==> config.mk <==
export PLATFORM = sky130hd
export DESIGN_NAME = voice_allocator_oldest_steal_top
export DESIGN_NICKNAME = d
export VERILOG_FILES = /design/src/vaos_pkg.sv /design/src/vaos_list.sv /design/src/vaos_ctrl.sv /design/src/voice_allocator_oldest_steal_top.sv
export VERILOG_INCLUDE_DIRS = /design/src /design/src/src
export SDC_FILE = /design/constraint.sdc
export NUM_CORES = 1
export LEC_CHECK = 0
export BUFFER_PORTS_ARGS = -buffer_cell sky130_fd_sc_hd__buf_2
export CAP_MARGIN = 30
export CORE_ASPECT_RATIO = 0.75
export CORE_MARGIN = 4
export CORE_UTILIZATION = 40
export DETAILED_ROUTE_END_ITERATION = 8
export PLACE_DENSITY = 0.59
export SLEW_MARGIN = 15
export SYNTH_ARGS = -nofsm -noshare
export SYNTH_HDL_FRONTEND = slang
export SYNTH_SLANG_ARGS = --single-unit
==> constraint.sdc <==
create_clock -name clock -period 3.8 [get_ports clock]
set_input_delay 0.57 -clock clock [delete_from_list [all_inputs] [get_ports clock]]
set_output_delay 0.57 -clock clock [all_outputs]
set_load 0.05 [all_outputs]
==> src/voice_allocator_oldest_steal_top_macros.svh <==
// ----------------------------------------------------------------------------
// Voice allocator assertion macros
// Concurrent assertion wrappers; empty when SYNTHESIS is defined.
// ----------------------------------------------------------------------------
`ifndef VOICE_ALLOCATOR_OLDEST_STEAL_TOP_MACROS_SVH
`define VOICE_ALLOCATOR_OLDEST_STEAL_TOP_MACROS_SVH

`ifndef SYNTHESIS
`define VAOS_ASSERT_IMP(lbl, clk, rst, ante, cons) \
   lbl: assert property (@(posedge clk) disable iff (rst) (ante) |-> (cons)) \
      else $error("vaos assertion failed");
`define VAOS_ASSERT_NXT(lbl, clk, rst, ante, cons) \
   lbl: assert property (@(posedge clk) disable iff (rst) (ante) |=> (cons)) \
      else $error("vaos assertion failed");
`else
`define VAOS_ASSERT_IMP(lbl, clk, rst, ante, cons)
`define VAOS_ASSERT_NXT(lbl, clk, rst, ante, cons)
`endif

`endif

==> src/vaos_pkg.sv <==
// ----------------------------------------------------------------------------
// Voice allocator package
// Types and constants shared by the voice allocator modules.
// ----------------------------------------------------------------------------
`timescale 1ns / 1ps
`default_nettype none

package vaos_pkg;

   localparam int MAX_VOICES = 16;
   localparam int VOICE_W    = 4;
   localparam int CNT_W      = $clog2(MAX_VOICES + 1);
   localparam int VC_W       = 5;

   localparam logic [VC_W-1:0] VOICE_COUNT_RESET = VC_W'(16);

   localparam logic MODE_NOTE_ON  = 1'b0;
   localparam logic MODE_FINISHED = 1'b1;

   typedef struct packed {
      logic               mode;
      logic [VOICE_W-1:0] finished_voice;
   } req_payload_type;

   typedef struct packed {
      logic [VOICE_W-1:0] granted_voice;
      logic               was_stolen;
   } rsp_payload_type;

   typedef struct packed {
      logic [VOICE_W-1:0] rd_idx;
      logic               wr_en;
      logic [VOICE_W-1:0] wr_idx;
      logic [VOICE_W-1:0] wr_data;
      logic               cnt_dec;
      logic               cnt_inc;
   } list_ctl_type;

   typedef struct packed {
      logic [VOICE_W-1:0] rd_data;
      logic [CNT_W-1:0]   count;
   } list_sts_type;

endpackage

`default_nettype wire

==> src/vaos_list.sv <==
// ----------------------------------------------------------------------------
// Voice allocator age list
// Oldest-first list of active voices: one read, one write per cycle.
// ----------------------------------------------------------------------------
`timescale 1ns / 1ps
`default_nettype none

`include "voice_allocator_oldest_steal_top_macros.svh"

module vaos_list import vaos_pkg::*; (
   input  wire logic         clock,
   input  wire logic         reset,
   input  wire list_ctl_type ctl,
   output list_sts_type      sts
);

   logic [VOICE_W-1:0] order_ff [MAX_VOICES];
   logic [CNT_W-1:0]   count_ff;
   logic [CNT_W-1:0]   count_in;

   always_ff @(posedge clock) begin
      if (ctl.wr_en) begin
         order_ff[ctl.wr_idx] <= ctl.wr_data;
      end
   end

   always_comb begin
      count_in = count_ff;
      priority if (ctl.cnt_dec) begin
         count_in = count_ff - CNT_W'(1);
      end else if (ctl.cnt_inc) begin
         count_in = count_ff + CNT_W'(1);
      end
   end

   always_ff @(posedge clock) begin
      if (reset) begin
         count_ff <= '0;
      end else begin
         count_ff <= count_in;
      end
   end

   assign sts.rd_data = order_ff[ctl.rd_idx];
   assign sts.count   = count_ff;

   `VAOS_ASSERT_IMP(a_count_max, clock, reset, 1'b1, count_ff <= CNT_W'(MAX_VOICES))
   `VAOS_ASSERT_IMP(a_dec_nonzero, clock, reset, ctl.cnt_dec, count_ff != '0)
   `VAOS_ASSERT_IMP(a_inc_room, clock, reset, ctl.cnt_inc,
                    count_ff != CNT_W'(MAX_VOICES))

endmodule

`default_nettype wire

==> src/vaos_ctrl.sv <==
// ----------------------------------------------------------------------------
// Voice allocator sequencer
// Scans busy bits one voice a cycle, compacts and appends the age list.
// ----------------------------------------------------------------------------
`timescale 1ns / 1ps
`default_nettype none

`include "voice_allocator_oldest_steal_top_macros.svh"

module vaos_ctrl import vaos_pkg::*; (
   input  wire logic            clock,
   input  wire logic            reset,
   input  wire logic            req_valid,
   output logic                 req_ready,
   input  wire req_payload_type req_payload,
   input  wire logic [VC_W-1:0] voice_count,
   input  wire logic            res_free,
   output logic                 res_valid,
   output rsp_payload_type      res_payload,
   output list_ctl_type         list_ctl,
   input  wire list_sts_type    list_sts
);

   typedef enum logic [5:0] {
      S_IDLE    = 6'b000001,
      S_SCAN    = 6'b000010,
      S_HEAD    = 6'b000100,
      S_COMPACT = 6'b001000,
      S_APPEND  = 6'b010000,
      S_RESULT  = 6'b100000
   } state_type;

   state_type            state_ff, state_in;
   logic [MAX_VOICES-1:0] busy_ff, busy_in;
   logic                 mode_ff, mode_in;
   logic [VOICE_W-1:0]   target_ff, target_in;
   logic [VOICE_W-1:0]   idx_ff, idx_in;
   logic [VOICE_W-1:0]   last_ff, last_in;
   logic [CNT_W-1:0]     rd_ptr_ff, rd_ptr_in;
   logic [VOICE_W-1:0]   wr_ptr_ff, wr_ptr_in;
   logic                 found_ff, found_in;
   logic [VOICE_W-1:0]   chosen_ff, chosen_in;
   logic                 stolen_ff, stolen_in;
   logic [VOICE_W-1:0]   last_eff;
   logic                 match;

   always_comb begin
      priority if (voice_count == '0) begin
         last_eff = '0;
      end else if (voice_count > VC_W'(MAX_VOICES)) begin
         last_eff = VOICE_W'(MAX_VOICES - 1);
      end else begin
         last_eff = VOICE_W'(voice_count - VC_W'(1));
      end
   end

   assign match     = (list_sts.rd_data == target_ff);
   assign req_ready = (state_ff == S_IDLE);
   assign res_valid = (state_ff == S_RESULT) && res_free;
   assign res_payload.granted_voice = chosen_ff;
   assign res_payload.was_stolen    = stolen_ff;

   always_comb begin
      state_in  = state_ff;
      busy_in   = busy_ff;
      mode_in   = mode_ff;
      target_in = target_ff;
      idx_in    = idx_ff;
      last_in   = last_ff;
      rd_ptr_in = rd_ptr_ff;
      wr_ptr_in = wr_ptr_ff;
      found_in  = found_ff;
      chosen_in = chosen_ff;
      stolen_in = stolen_ff;

      list_ctl.rd_idx  = rd_ptr_ff[VOICE_W-1:0];
      list_ctl.wr_en   = 1'b0;
      list_ctl.wr_idx  = wr_ptr_ff;
      list_ctl.wr_data = list_sts.rd_data;
      list_ctl.cnt_dec = 1'b0;
      list_ctl.cnt_inc = 1'b0;

      unique case (state_ff)
         S_IDLE: begin
            if (req_valid) begin
               mode_in   = req_payload.mode;
               target_in = req_payload.finished_voice;
               rd_ptr_in = '0;
               wr_ptr_in = '0;
               found_in  = 1'b0;
               idx_in    = '0;
               last_in   = last_eff;
               if (req_payload.mode == MODE_FINISHED) begin
                  if (busy_ff[req_payload.finished_voice]) begin
                     busy_in[req_payload.finished_voice] = 1'b0;
                     state_in = S_COMPACT;
                  end
               end else begin
                  state_in = S_SCAN;
               end
            end
         end
         S_SCAN: begin
            if (!busy_ff[idx_ff]) begin
               chosen_in = idx_ff;
               stolen_in = 1'b0;
               state_in  = S_APPEND;
            end else if (idx_ff == last_ff) begin
               state_in = S_HEAD;
            end else begin
               idx_in = idx_ff + VOICE_W'(1);
            end
         end
         S_HEAD: begin
            stolen_in = 1'b1;
            if (list_sts.count == '0) begin
               chosen_in = '0;
               state_in  = S_APPEND;
            end else begin
               chosen_in = list_sts.rd_data;
               target_in = list_sts.rd_data;
               state_in  = S_COMPACT;
            end
         end
         S_COMPACT: begin
            if (rd_ptr_ff == list_sts.count) begin
               list_ctl.cnt_dec = found_ff;
               state_in = (mode_ff == MODE_NOTE_ON) ? S_APPEND : S_IDLE;
            end else begin
               rd_ptr_in = rd_ptr_ff + CNT_W'(1);
               if (match && !found_ff) begin
                  found_in = 1'b1;
               end else begin
                  list_ctl.wr_en = 1'b1;
                  wr_ptr_in = wr_ptr_ff + VOICE_W'(1);
               end
            end
         end
         S_APPEND: begin
            busy_in[chosen_ff] = 1'b1;
            list_ctl.wr_idx  = list_sts.count[VOICE_W-1:0];
            list_ctl.wr_data = chosen_ff;
            if (list_sts.count != CNT_W'(MAX_VOICES)) begin
               list_ctl.wr_en   = 1'b1;
               list_ctl.cnt_inc = 1'b1;
            end
            state_in = S_RESULT;
         end
         S_RESULT: begin
            if (res_free) begin
               state_in = S_IDLE;
            end
         end
         default: begin
            state_in = S_IDLE;
         end
      endcase
   end

   always_ff @(posedge clock) begin
      if (reset) begin
         state_ff <= S_IDLE;
         busy_ff  <= '0;
      end else begin
         state_ff <= state_in;
         busy_ff  <= busy_in;
      end
   end

   always_ff @(posedge clock) begin
      mode_ff   <= mode_in;
      target_ff <= target_in;
      idx_ff    <= idx_in;
      last_ff   <= last_in;
      rd_ptr_ff <= rd_ptr_in;
      wr_ptr_ff <= wr_ptr_in;
      found_ff  <= found_in;
      chosen_ff <= chosen_in;
      stolen_ff <= stolen_in;
   end

   `VAOS_ASSERT_IMP(a_busy_matches_list, clock, reset, state_ff == S_IDLE,
                    $countones(busy_ff) == list_sts.count)
   `VAOS_ASSERT_IMP(a_scan_in_range, clock, reset, state_ff == S_SCAN,
                    idx_ff <= last_ff)
   `VAOS_ASSERT_IMP(a_removed_found, clock, reset,
                    (state_ff == S_COMPACT) && (rd_ptr_ff == list_sts.count),
                    found_ff)

endmodule

`default_nettype wire

==> src/voice_allocator_oldest_steal_top.sv <==
// Sequencing: a note-on scans one busy bit a cycle, then on a steal compacts one age-list entry
//   a cycle (the age list holds at most 16 entries) before appending; a voice finished
//   compacts the age list when that voice was busy.
// Throughput: one word at a time, set by the shared scan and list sequencer; no new word
//   is taken until the previous one is done; a second result waits while the first is held.
// Reset: synchronous, active high; all voices idle, age list empty, voice count 16.
// ----------------------------------------------------------------------------
// Voice allocator top level
// Polyphonic voice allocator with oldest-voice stealing.
// ----------------------------------------------------------------------------
`timescale 1ns / 1ps
`default_nettype none

module voice_allocator_oldest_steal_top import vaos_pkg::*; (
   input  wire logic            clock,
   input  wire logic            reset,
   input  wire logic            req_valid,
   output logic                 req_ready,
   input  wire req_payload_type req_payload,
   output logic                 rsp_valid,
   input  wire logic            rsp_ready,
   output rsp_payload_type      rsp_payload,
   input  wire logic            csr_valid,
   output logic                 csr_ready,
   input  wire logic [VC_W-1:0] csr_data
);

   logic [VC_W-1:0] voice_count_ff;
   logic            rsp_valid_ff, rsp_valid_in;
   rsp_payload_type rsp_payload_ff, rsp_payload_in;
   logic            res_free;
   logic            res_valid;
   rsp_payload_type res_payload;
   list_ctl_type    list_ctl;
   list_sts_type    list_sts;

   assign csr_ready = 1'b1;

   always_ff @(posedge clock) begin
      if (reset) begin
         voice_count_ff <= VOICE_COUNT_RESET;
      end else if (csr_valid) begin
         voice_count_ff <= csr_data;
      end
   end

   assign res_free = !rsp_valid_ff || rsp_ready;

   always_comb begin
      rsp_valid_in   = rsp_valid_ff;
      rsp_payload_in = rsp_payload_ff;
      if (res_valid) begin
         rsp_valid_in   = 1'b1;
         rsp_payload_in = res_payload;
      end else if (rsp_ready) begin
         rsp_valid_in = 1'b0;
      end
   end

   always_ff @(posedge clock) begin
      if (reset) begin
         rsp_valid_ff <= 1'b0;
      end else begin
         rsp_valid_ff <= rsp_valid_in;
      end
   end

   always_ff @(posedge clock) begin
      rsp_payload_ff <= rsp_payload_in;
   end

   assign rsp_valid   = rsp_valid_ff;
   assign rsp_payload = rsp_payload_ff;

   vaos_ctrl u_ctrl (
      .clock       (clock),
      .reset       (reset),
      .req_valid   (req_valid),
      .req_ready   (req_ready),
      .req_payload (req_payload),
      .voice_count (voice_count_ff),
      .res_free    (res_free),
      .res_valid   (res_valid),
      .res_payload (res_payload),
      .list_ctl    (list_ctl),
      .list_sts    (list_sts)
   );

   vaos_list u_list (
      .clock (clock),
      .reset (reset),
      .ctl   (list_ctl),
      .sts   (list_sts)
   );

endmodule

`default_nettype wire

==> impl_results.md, run 1 <==
- Async S/R FF share, synth: 0%
- CP Max Fanout: 24
- CTS sink cnt: 134
- Adder-cell share of the synthesized area: 1.68%
- Worst path cell trace: buf_4 > mux4_2 > mux2_2 > xnor2_1 > nor2_1 > a2111o_1 > a41oi_2 > nor2_1
- Relative slew slack: 44.1%
- CTS Buffer Depth: 2
- Final min period: 3.07 ns
- Number of flops mapped to enable cells by yosys: 97
- Fraction of the mapped netlist area in simple logic gates: 13.0%
- Ys flop type: edfxtp_1
- Synth Area in Compound Gates: 9.26%
- TritonRoute pass-1 iters: 5
- Pwr Density: 585 nW/µm²
- Max-cap violations: 0
- Crit start category: flop
- PortBufs: 21
- Initial antenna violation count: 0
- Final setup violation count: 0
- Io pins: 23
- Vias in the first global route: 4194
- CTS tree: yes
- Hold Buf Count CTS: 0
- R2r setup slk: 0.73 ns
- Main combinational cell family by area after synthesis: simple AND/OR/NAND/NOR gates
- Gate power share: 15.3%
- Largest cells by area after synthesis: edfxtp_1 45%, dfxtp_1 12%, mux4_2 7.0%, nor2_1 4.0%, mux2i_1 3.6%
- Pin count of the biggest net entering global routing: 31
- Vias post-DR: 4311
- Max IR drop VDD: 0.000321 V
- GRT Residual Overflow: 0
- RePlAce Congestion: 0.871
- Flop pwr share: 42.7%
- Detailed placer's ending HPWL: 10.3 mm
- Hold endpoint: voice_count_ff[4]
- Worst hold start: csr_data[4]
- Total wire length: 14.6 mm
- HP Class: in -> reg
- Drt drc: 0
- Max stage delay on crit path: 0.55 ns
- Clk_skew: 0.00814 ns
- Synth Area in XOR/XNOR: 3.41%
- Most common cell in the synthesized netlist: edfxtp_1
- FP Rows: 39
- Worst-Skew Late Latency: 0.42 ns
- Die X-Extent: 154 µm
- Worst setup path category: reg -> reg
- Synth Net Count: 561
- H-Tree Depth: 4
- Synthesized flop and latch total: 134
- Post-synthesis sequential area ratio: 56.9%
- Fin. Hold Viols: 0
- Syn. warnings: 0
- Area growth syn-to-layout: 14.5%
- Antenna-violating nets left: 0
- Syn avg cell area: 11.9 µm²
- Syn Std Cell Area: 6420 µm²
- Final Power: 4.30 mW
- Mux cell area share after synthesis: 12.2%
- Crit. End Element: flop
- Slowest CP cell: a2111o_1
- Crit path arrival time: 3.21 ns
- Post_cts resized: 0
- Synth cell types: 55
- Int Power: 3.15 mW
- Synth top cells by count: 97 x edfxtp_1, 68 x nor2_1, 38 x nand2_1, 37 x dfxtp_1, 27 x a21oi_1
- CTS Buf Count: 17
- RSZ-0062 raised after global routing: no
- Root buf cell: clkbuf_16
- Area leader, netlist: edfxtp_1
- Slew Viols, Final: 0
- Req. time, crit path: 3.94 ns
- Post-CTS setup buffer count: 0
- R2R Path End: u_list.order_ff[10][3]
- First-pass GRT wire length: 23.6 mm
- Synth Instances: 538
- Top delay family on crit path: compound AO/OA/AOI/OAI gates
- Least-Margin Pin Slew: 0.834 ns
- Post-Route Setup TNS: 0 ns
- Clock Power Share: 42.1%
- Initial DRC Count: 312
- Final period util: 80.8%
- Share of layout cells above drive strength 1: 16.6%
- Full die area: 18200 µm²
- CP bufs+invs: 1
- Die Span Y: 118 µm
- Via density: 5.55
- Status: completed
- Sw Pwr: 1.15 mW
- Core Footprint: 15500 µm²
- Final net count: 582
- Clk pin slew, worst setup/hold paths: 0.06 ns
- Synth top area share: 45.4%
- Initial core utilization: 41.5%
- Switching Share: 26.7%
- Pleak: 2.61 nW
- Critical path's most frequent cell: nor2_1
- Hold Path Stages: 3
- N_diodes: 0
- Drt wl/cell: 18.8 µm
- Max Freq: 0.326 GHz
- Worst R2R Path Depth: 8
- GRT Overall Usage: 16.8%
==> tightest hold or removal path, stage by stage <==
cell and delay (ns):
buf_2 0.07, mux2i_1 0.06, nand2_1 0.06
==> layer usage <==
layer | vias to the layer above | GRT usage [%] | wire, µm
li1 | 2030 | - | -
met1 | 2141 | 24.8 | 7010
met2 | 126 | 23.6 | 6490
met3 | 14 | 4.52 | 906
met4 | 0 | 6.07 | 216
met5 | - | 0 | 0
==> area by class of cell <==
| type | instances | area [µm²] |
|---|---|---|
| clock inverter | 15 | 225 |
| sequential | 134 | 3650 |
| clock buffer | 17 | 425 |
| tap | 205 | 256 |
| fill | 1359 | 8120 |
| inverter | 22 | 82.6 |
| timing repair buffer | 29 | 165 |
| multi-input combinational | 355 | 2540 |
==> registers in the layout, indices dropped and copies added, names as in the netlist, named ones only <==
name / flops
u_ctrl.found_ff: 1
u_ctrl.state_ff: 6
u_ctrl.busy_ff: 16
voice_count_ff: 5
u_ctrl.chosen_ff: 4
u_ctrl.target_ff: 4
u_list.order_ff: 64
u_ctrl.stolen_ff: 1
u_ctrl.idx_ff: 4
u_ctrl.wr_ptr_ff: 4
u_list.count_ff: 5
rsp_payload: 5
u_ctrl.rd_ptr_ff: 5
rsp_valid: 1
u_ctrl.last_ff: 4
u_ctrl.mode_ff: 1
==> through the flow <==
step	hold WS [ns]	worst slack, ns	instance area (µm²)	utilization [%]	cells
after floorplan	0.400	1.03	6420	-	538
after global placement	0.440	0.765	6700	43.3	745
after detailed placement	0.434	0.728	6700	43.3	745
after CTS	0.363	0.733	7350	47.5	777
after global routing	0.372	0.556	7350	47.5	777
final	0.372	0.731	7350	47.5	777
==> kinds of logic after synthesis <==
logic type	Yosys count
AOI/OAI and AO/OA	93
xor gates and xnor gates	25
adders and majority gates	8
buffers and inverters	49
DFF	134
muxes	51
other	1
and+or+nand+nor	177
==> worst max path at each step <==
stage	startpoint	endpoint	slack, ns	cells after the start
global placement	flop	u_list.order_ff[7][0]	0.77	8
finish	flop	u_list.order_ff[10][3]	0.73	8
floorplan	flop	u_list.order_ff[1][0]	1.03	9
CTS	flop	u_list.order_ff[2][0]	0.73	8
detailed placement	flop	u_list.order_ff[2][2]	0.73	8
global route	flop	u_list.order_ff[7][1]	0.56	8
==> cell usage in the layout, fill, tap and decap left out, types with 3 or more instances in the layout <==
master	synthesis	layout
dfxtp_1	37	37
inv_1	22	22
nand2_1	38	38
mux4_2	20	20
o21a_1	4	4
nand3_1	9	9
a211oi_1	7	7
a31oi_1	6	6
nand3b_1	5	5
a21oi_1	27	27
nor4_1	5	5
mux2_2	7	7
and2_1	4	4
buf_4	1	8
mux2i_1	23	23
clkbuf_16	0	17
o21ai_0	26	26
xor2_1	12	12
bufinv_16	0	5
nand2b_1	5	5
o22ai_1	3	3
buf_2	2	21
nor2_1	68	68
ha_1	7	7
nor3b_1	3	3
edfxtp_1	97	97
nor2b_1	8	8
a41oi_2	3	3
nor3_1	17	17
and3_1	4	4
xnor2_1	13	13
==> power groups by stage <==
stage | clock (mW) | combinational [mW] | sequential, mW
after global routing | 1.92 | 0.724 | 1.85
after CTS | 1.84 | 0.660 | 1.84
after global placement | 0 | 0.649 | 1.86
after floorplan | 0 | 0.508 | 1.80
final | 1.81 | 0.656 | 1.84
after detailed placement | 0 | 0.658 | 1.87
(Power assumes the default switching activity.)
==> run 2, diff against run 1 <==
ABC_AREA = 1   (was unset)
PLACE_DENSITY = 0.6   (was 0.59)
clock period = 2.63 ns   (was 3.8 ns; I/O delays follow)
==> run 2 against run 1 <==
Count of clock-buffer cells in the layout is 6 higher. Clock skew is 0.00059 ns higher. Maximum frequency is 26% higher. Sequential power is 68% higher. Total power is 90% higher. Setup slack worse by 0.53 ns. Synthesized cell count is 53% higher. First-iteration DRC count is 52% higher. Flip-flop and latch count stayed put. Non-clock buffer count is 13 higher. Combinational power grew to 3.9 times the previous value. Area after synthesis is 9.0% higher. Largest cell class unchanged.
==> impl_results.md, run 2 <==
- Post-synthesis sequential area ratio: 52.2% (-4.7 points)
- RSZ-0062 raised after global routing: yes
- Syn Std Cell Area: 7000 µm² (+9.0%)
- CP Max Fanout: 32 (+33%)
- Synth Instances: 821 (+53%)
- Most common cell in the synthesized netlist: nand2_1
- First-pass GRT wire length: 27.4 mm (+16%)
- Commonest cells after routing, fill and taps aside: 187 x nand2_1, 112 x inv_1, 97 x edfxtp_1
- Crit path arrival time: 2.50 ns (-0.71 ns)
- Regs by FF count: u_list.order_ff (64), u_ctrl.busy_ff (16), u_ctrl.state_ff (6)
- CTS Buffer Depth: 2 (unchanged)
- Min Hold Slack: 0.167 ns (-0.205 ns)
- Share of layout cells above drive strength 1: 12.4% (-4.2 points)
- GRT Overall Usage: 17.9% (+1.1 points)
- Pin count of the biggest net entering global routing: 33 (+6.5%)
- R2r setup slk: 0.20 ns (-0.53 ns)
- Drt wl/cell: 15.4 µm (-18%)
- Worst setup path category: reg -> reg
- CTS Buf Count: 17 (unchanged)
- Synth top cells by count: 187 x nand2_1, 112 x inv_1, 97 x edfxtp_1, 80 x nor2_1, 62 x o21ai_0
- N_diodes: 0 (unchanged)
- Slew Viols, Final: 0 (unchanged)
- Synth Net Count: 844 (+50%)
- Largest cells by area after synthesis: edfxtp_1 42%, dfxtp_1 11%, nand2_1 10%, inv_1 6.0%, o21ai_0 4.4%
- Full die area: 19700 µm² (+8.5%)
- RePlAce Congestion: 0.890 (+2.2%)
- Core Footprint: 17000 µm² (+9.8%)
- Final setup violation count: 0 (unchanged)
- H-Tree Depth: 4 (unchanged)
- Total wire length: 17.0 mm (+16%)
- Clk pin slew, worst setup/hold paths: 0.06 ns (about the same)
- Vias post-DR: 5587 (+30%)
- Root buf cell: clkbuf_16
- Initial antenna violation count: 0 (unchanged)
- Synth cell types: 42 (-24%)
- Non-filler cells, final: 1104 (+42%)
- CTS tree: yes
- Crit start category: flop
- Hold Buf Count CTS: 0 (unchanged)
- Area growth syn-to-layout: 14.5% (about the same)
- Io pins: 23 (unchanged)
- CTS sink cnt: 134 (unchanged)
- Pleak: 3.24 nW (+24%)
- Async S/R FF share, synth: 0% (unchanged)
- Least-Margin Pin Slew: 0.738 ns (-0.0954 ns)
- HP Class: in -> reg
- Clk_skew: 0.00874 ns (+0.000592 ns)
- Commonest non-fill, non-tap cell in the layout: nand2_1
- Number of flops mapped to enable cells by yosys: 97 (unchanged)
- GRT Residual Overflow: 0 (unchanged)
- Post-CTS setup buffer count: 0 (unchanged)
- Die Span Y: 123 µm (+4.1%)
- Synth top area share: 41.6% (-3.8 points)
- Biggest register: u_list.order_ff
- Final min period: 2.43 ns (-0.642 ns)
- Fin. Hold Viols: 0 (unchanged)
- DP Worst Slack: 0.217 ns (-0.511 ns)
- Crit. End Element: flop
- FP Rows: 41 (+5.1%)
- Ys flop type: edfxtp_1
- Worst hold start: req_payload[4]
- Syn. warnings: 0 (unchanged)
- Max IR drop VDD: 0.000482 V (+50%)
- Req. time, crit path: 2.70 ns (-1.24 ns)
- Final setup margin: 0.204 ns (-0.528 ns)
- Area leader, netlist: edfxtp_1
- Die X-Extent: 161 µm (+4.2%)
- Syn avg cell area: 8.52 µm² (-29%)
- Initial core utilization: 41.2% (-0.27 points)
- Via density: 5.06 (-8.8%)
- PortBufs: 21 (unchanged)
- Final net count: 878 (+51%)
- Detailed placer's ending HPWL: 12.0 mm (+17%)
- Pwr Density: 1020 nW/µm² (+74%)
- Post_cts resized: 0 (unchanged)
- Relative slew slack: 50.8% (+6.7 points)
- Worst-Skew Late Latency: 0.43 ns (about the same)
- Initial DRC Count: 474 (+52%)
- Max Freq: 0.412 GHz (+26%)
- Max-cap violations: 0 (unchanged)
- Synthesized flop and latch total: 134 (unchanged)
- Status: completed
- Antenna-violating nets left: 0 (unchanged)
- Final period util: 92.3% (+11 points)
- Largest register FFs: 64 (unchanged)
- TritonRoute pass-1 iters: 5 (unchanged)
- Placed insts: 1072 (+44%)
- Vias in the first global route: 5123 (+22%)
- Drt drc: 0 (unchanged)
run 2: routing by layer:
metal	up-vias	global-route usage, %	part of all wire (%)
met2	167	24.9	40
met3	12	4.60	6.4
met1	2617	27.5	52
met4	0	4.58	0.78
li1	2791	-	-
met5	-	0	0
run 2: area by class of cell:
type                       instances  area, µm²
multi-input combinational        540       2690
clock inverter                     9        109
sequential                       134       3650
inverter                         120        455
clock buffer                      23        533
tap                              236        295
fill                            1653       8970
timing repair buffer              42        275
run 2: critical path: stages, from the launching register on:
cell     delay, ns
dfxtp_1       0.44
buf_12        0.22
nor2_1        0.07
nor2_1        0.07
o21ai_1       0.10
nand3_1       0.09
nand3_1       0.07
nand2_1       0.15
nand2_1       0.07
nand2_1       0.06
nor2_1        0.04
nand3_2       0.11
nand2_4       0.18
a21oi_1       0.40
run 2: cell families after synthesis:
kind of cell / count (synthesis) / share of synthesized area (%)
adder cells (fa/ha/maj): 8 / 1.54
other: 1 / 0.0536
XOR/XNOR: 16 / 2.00
AND/OR/NAND/NOR: 355 / 21.8
buffers and inverters: 147 / 9.33
flip-flops: 134 / 52.2
AO/OA/AOI/OAI: 160 / 13.0
run 2: metrics by stage:
step                      instance area [µm²]  total power, mW  setup TNS [ns]  utilization [%]
after floorplan                          7000             4.87               0                -
after global placement                   7370             5.68               0             43.4
after detailed placement                 7370             5.66               0             43.4
after CTS                                8010             8.20               0             47.2
after global routing                     8010             8.63          -0.479             47.2
final                                    8010             8.17               0             47.2
run 2: power by group:
part	internal (mW)	total, mW	switching (mW)
Sequential	2.81	3.09	0.280
Clock	1.62	2.51	0.893
Combinational	0.788	2.57	1.79
Total	5.22	8.17	2.96
run 2: final timing paths:
check | cells after the start | to
setup / recovery | 13 | u_list.order_ff[1][3]
hold / removal | 1 | u_ctrl.mode_ff
setup reg to reg | 13 | u_list.order_ff[1][3]
hold reg to reg | 0 | rsp_payload[0]
==> run 3, diff against run 2 <==
CORE_UTILIZATION = 30   (was 40)
PLACE_DENSITY = 0.49   (was 0.6)
==> run 3 against run 2 <==
Setup slack got worse by 0.089 ns. Clock skew is 0.0018 ns higher. Worst hold slack gained 0.011 ns. Combinational power is essentially flat. First-iteration DRC count decreased by 3.4%. Flip-flop and latch count stayed put. Final area is 0.42% higher. Core utilization down 12 points. Maximum frequency decreased by 3.6%. Via count fell by 2.1%. Critical path depth grew 1. Clock power is 13% lower. Critical path type unchanged. Critical endpoint is now u_list.order_ff[11][1]. Highest routed layer unchanged.
==> impl_results.md, run 3 (synthesized netlist as in run 2, its figures left out) <==
- Commonest non-fill, non-tap cell in the layout: nand2_1
- Root buf cell: clkbuf_16
- Antenna-violating nets left: 0 (unchanged)
- TritonRoute pass-1 iters: 5 (unchanged)
- Clk pin slew, worst setup/hold paths: 0.06 ns (about the same)
- Core Footprint: 23000 µm² (+35%)
- GRT Residual Overflow: 0 (unchanged)
- Regs by FF count: u_list.order_ff (64), u_ctrl.busy_ff (16), u_ctrl.state_ff (6)
- Crit path arrival time: 2.59 ns (+0.09 ns)
- Relative slew slack: 50.4% (-0.38 points)
- Cell Area, Placed: 7490 µm² (+1.6%)
- Pleak: 3.22 nW (-0.57%)
- Share of layout cells above drive strength 1: 13.5% (+1.1 points)
- Final net count: 883 (+0.57%)
- Placed insts: 1141 (+6.4%)
- Initial core utilization: 30.4% (-11 points)
- Max-cap violations: 0 (unchanged)
- Pin count of the biggest net entering global routing: 33 (unchanged)
- Die X-Extent: 184 µm (+15%)
- CTS sink cnt: 134 (unchanged)
- FP Rows: 48 (+17%)
- Commonest cells after routing, fill and taps aside: 187 x nand2_1, 111 x inv_1, 97 x edfxtp_1
- Initial DRC Count: 458 (-3.4%)
- Crit. End Element: flop
- Vias in the first global route: 5378 (+5.0%)
- Hold Buf Count CTS: 0 (unchanged)
- Biggest register: u_list.order_ff
- RePlAce Congestion: 0.843 (-5.3%)
- Gate power share: 32.8% (+1.3 points)
- Fillers: 2371 (+43%)
- Detailed placer's ending HPWL: 12.6 mm (+5.0%)
- Sw Pwr: 2.96 mW (about the same)
- Req. time, crit path: 2.70 ns (about the same)
- PortBufs: 21 (unchanged)
- HP Class: in -> reg
- Area growth syn-to-layout: 15.0%
- CP bufs+invs: 2 (+1)
- Initial antenna violation count: 0 (unchanged)
- Final Power: 7.86 mW (-3.8%)
- Fin. Hold Viols: 0 (unchanged)
- Max Freq: 0.397 GHz (-3.6%)
- Final setup violation count: 0 (unchanged)
- Crit start category: flop
- CTS tree: yes
- Top delay family on crit path: simple AND/OR/NAND/NOR gates
- Flop pwr share: 39.3% (+1.5 points)
- Drt wl/cell: 15.0 µm (-2.0%)
- Die Span Y: 140 µm (+14%)
- Total wire length: 17.7 mm (+4.1%)
- CP Max Fanout: 32 (unchanged)
- First-pass GRT wire length: 29.2 mm (+6.4%)
- Max stage delay on crit path: 0.40 ns (-0.04 ns)
- Slew Viols, Final: 0 (unchanged)
- Via density: 4.66 (-7.9%)
- Largest register FFs: 64 (unchanged)
- Post-Route Setup TNS: 0 ns (unchanged)
- Least-Margin Pin Slew: 0.744 ns (+0.00573 ns)
- H-Tree Depth: 4 (unchanged)
- Pwr Density: 977 nW/µm² (-4.2%)
- Full die area: 25900 µm² (+31%)
- Drt drc: 0 (unchanged)
- Final min period: 2.52 ns (+0.0895 ns)
- Clock Power Share: 27.9% (-2.8 points)
- Final period util: 95.7% (+3.4 points)
- Max IR drop VDD: 0.000413 V (-14%)
- Slowest CP cell: a21oi_1
- Finished layout cell area: 8050 µm² (+0.42%)
- Non-filler cells, final: 1173 (+6.3%)
- Switching Share: 37.6% (+1.4 points)
- Vias post-DR: 5468 (-2.1%)
- RSZ-0062 raised after global routing: yes
- Io pins: 23 (unchanged)
- Status: completed
- Worst setup path category: reg -> reg
- Worst path cell trace: buf_12 > inv_6 > nand2_1 > nand2_1 > nand2_1 > nand3_1 > nand3_1 > nand2_1 > nand2_1 > nand2_1 > nor2_1 > nand3_2 > nand2_4 > a21oi_1
- N_diodes: 0 (unchanged)
- GRT Overall Usage: 14.3% (-3.5 points)
- CTS Buf Count: 17 (unchanged)
- Int Power: 4.91 mW (-6.0%)
- Worst-Skew Late Latency: 0.42 ns (about the same)
- Min Hold Slack: 0.178 ns (+0.0111 ns)
- CTS Buffer Depth: 2 (unchanged)
- Clk_skew: 0.0106 ns (+0.00182 ns)
- Critical path's most frequent cell: nand2_1
## run 3: cell count changes in the layout (fill, tap and decap cells not counted), moves of 3 or more
| cell | previous run | this run |
|---|---|---|
| clkinv_1 | 1 | 4 |
| clkbuf_16 | 21 | 17 |
| buf_4 | 20 | 25 |
| clkinv_2 | 1 | 4 |
## run 3: worst paths after layout
check | startpoint | end | slack, ns | cells after the start
max | flop | u_list.order_ff[11][1] | 0.11 | 14
min | csr_data[4] | voice_count_ff[4] | 0.18 | 3
max reg2reg | flop | u_list.order_ff[11][1] | 0.11 | 14
min reg2reg | u_ctrl.stolen_ff | rsp_payload[0] | 0.42 | 0
## run 3: routing by layer
metal  global-route usage, %  part of all wire (%)
met2                    19.5                    40
met4                    5.21                   1.1
met1                    22.1                    52
met3                    3.27                   6.5
met5                       0                     0
## run 3: worst reg2reg max path: stages, from the launching register on
cell and delay (ns):
dfxtp_1 0.32, buf_12 0.17, inv_6 0.23, nand2_1 0.11, nand2_1 0.07, nand2_1 0.04
nand3_1 0.12, nand3_1 0.09, nand2_1 0.14, nand2_1 0.08, nand2_1 0.06, nor2_1 0.05
nand3_2 0.10, nand2_4 0.18, a21oi_1 0.41
## run 3: stage by stage
| step | setup WS [ns] | utilization, % |
|---|---|---|
| detailed placement | 0.130 | 32.6 |
| global route | -0.0721 | 35.0 |
| CTS | 0.116 | 34.9 |
| floorplan | 0.439 | - |
| global placement | 0.155 | 32.6 |
| finish | 0.114 | 35.0 |
## run 3: timing repair
| item | 4_1_cts | 5_1_grt |
|---|---|---|
| gates resized for setup | 0 | 8 |
| hold endpoints to repair | 0 | 0 |
| endpoints found under the setup margin | 0 | 49 |
| buffers inserted | 0 | 0 |
## run 3: area by class of cell
type / count / area (µm²) / area share, %
inverters: 120 / 455 / 5.66
repair buffers: 47 / 313 / 3.89
multi-input cells: 540 / 2710 / 33.7
clock inverters: 15 / 115 / 1.43
flip-flops and latches: 134 / 3650 / 45.4
clock buffers: 17 / 425 / 5.29
well taps: 300 / 375 / 4.66
## run 3: power by group through the flow
stage / clock network [mW] / registers [mW] / logic (mW)
2_1_floorplan: 0 / 2.98 / 1.89
3_3_place_gp: 0 / 3.13 / 2.59
3_5_place_dp: 0 / 3.13 / 2.58
4_1_cts: 2.25 / 3.09 / 2.59
5_1_grt: 2.36 / 3.12 / 2.93
6_report: 2.19 / 3.09 / 2.58
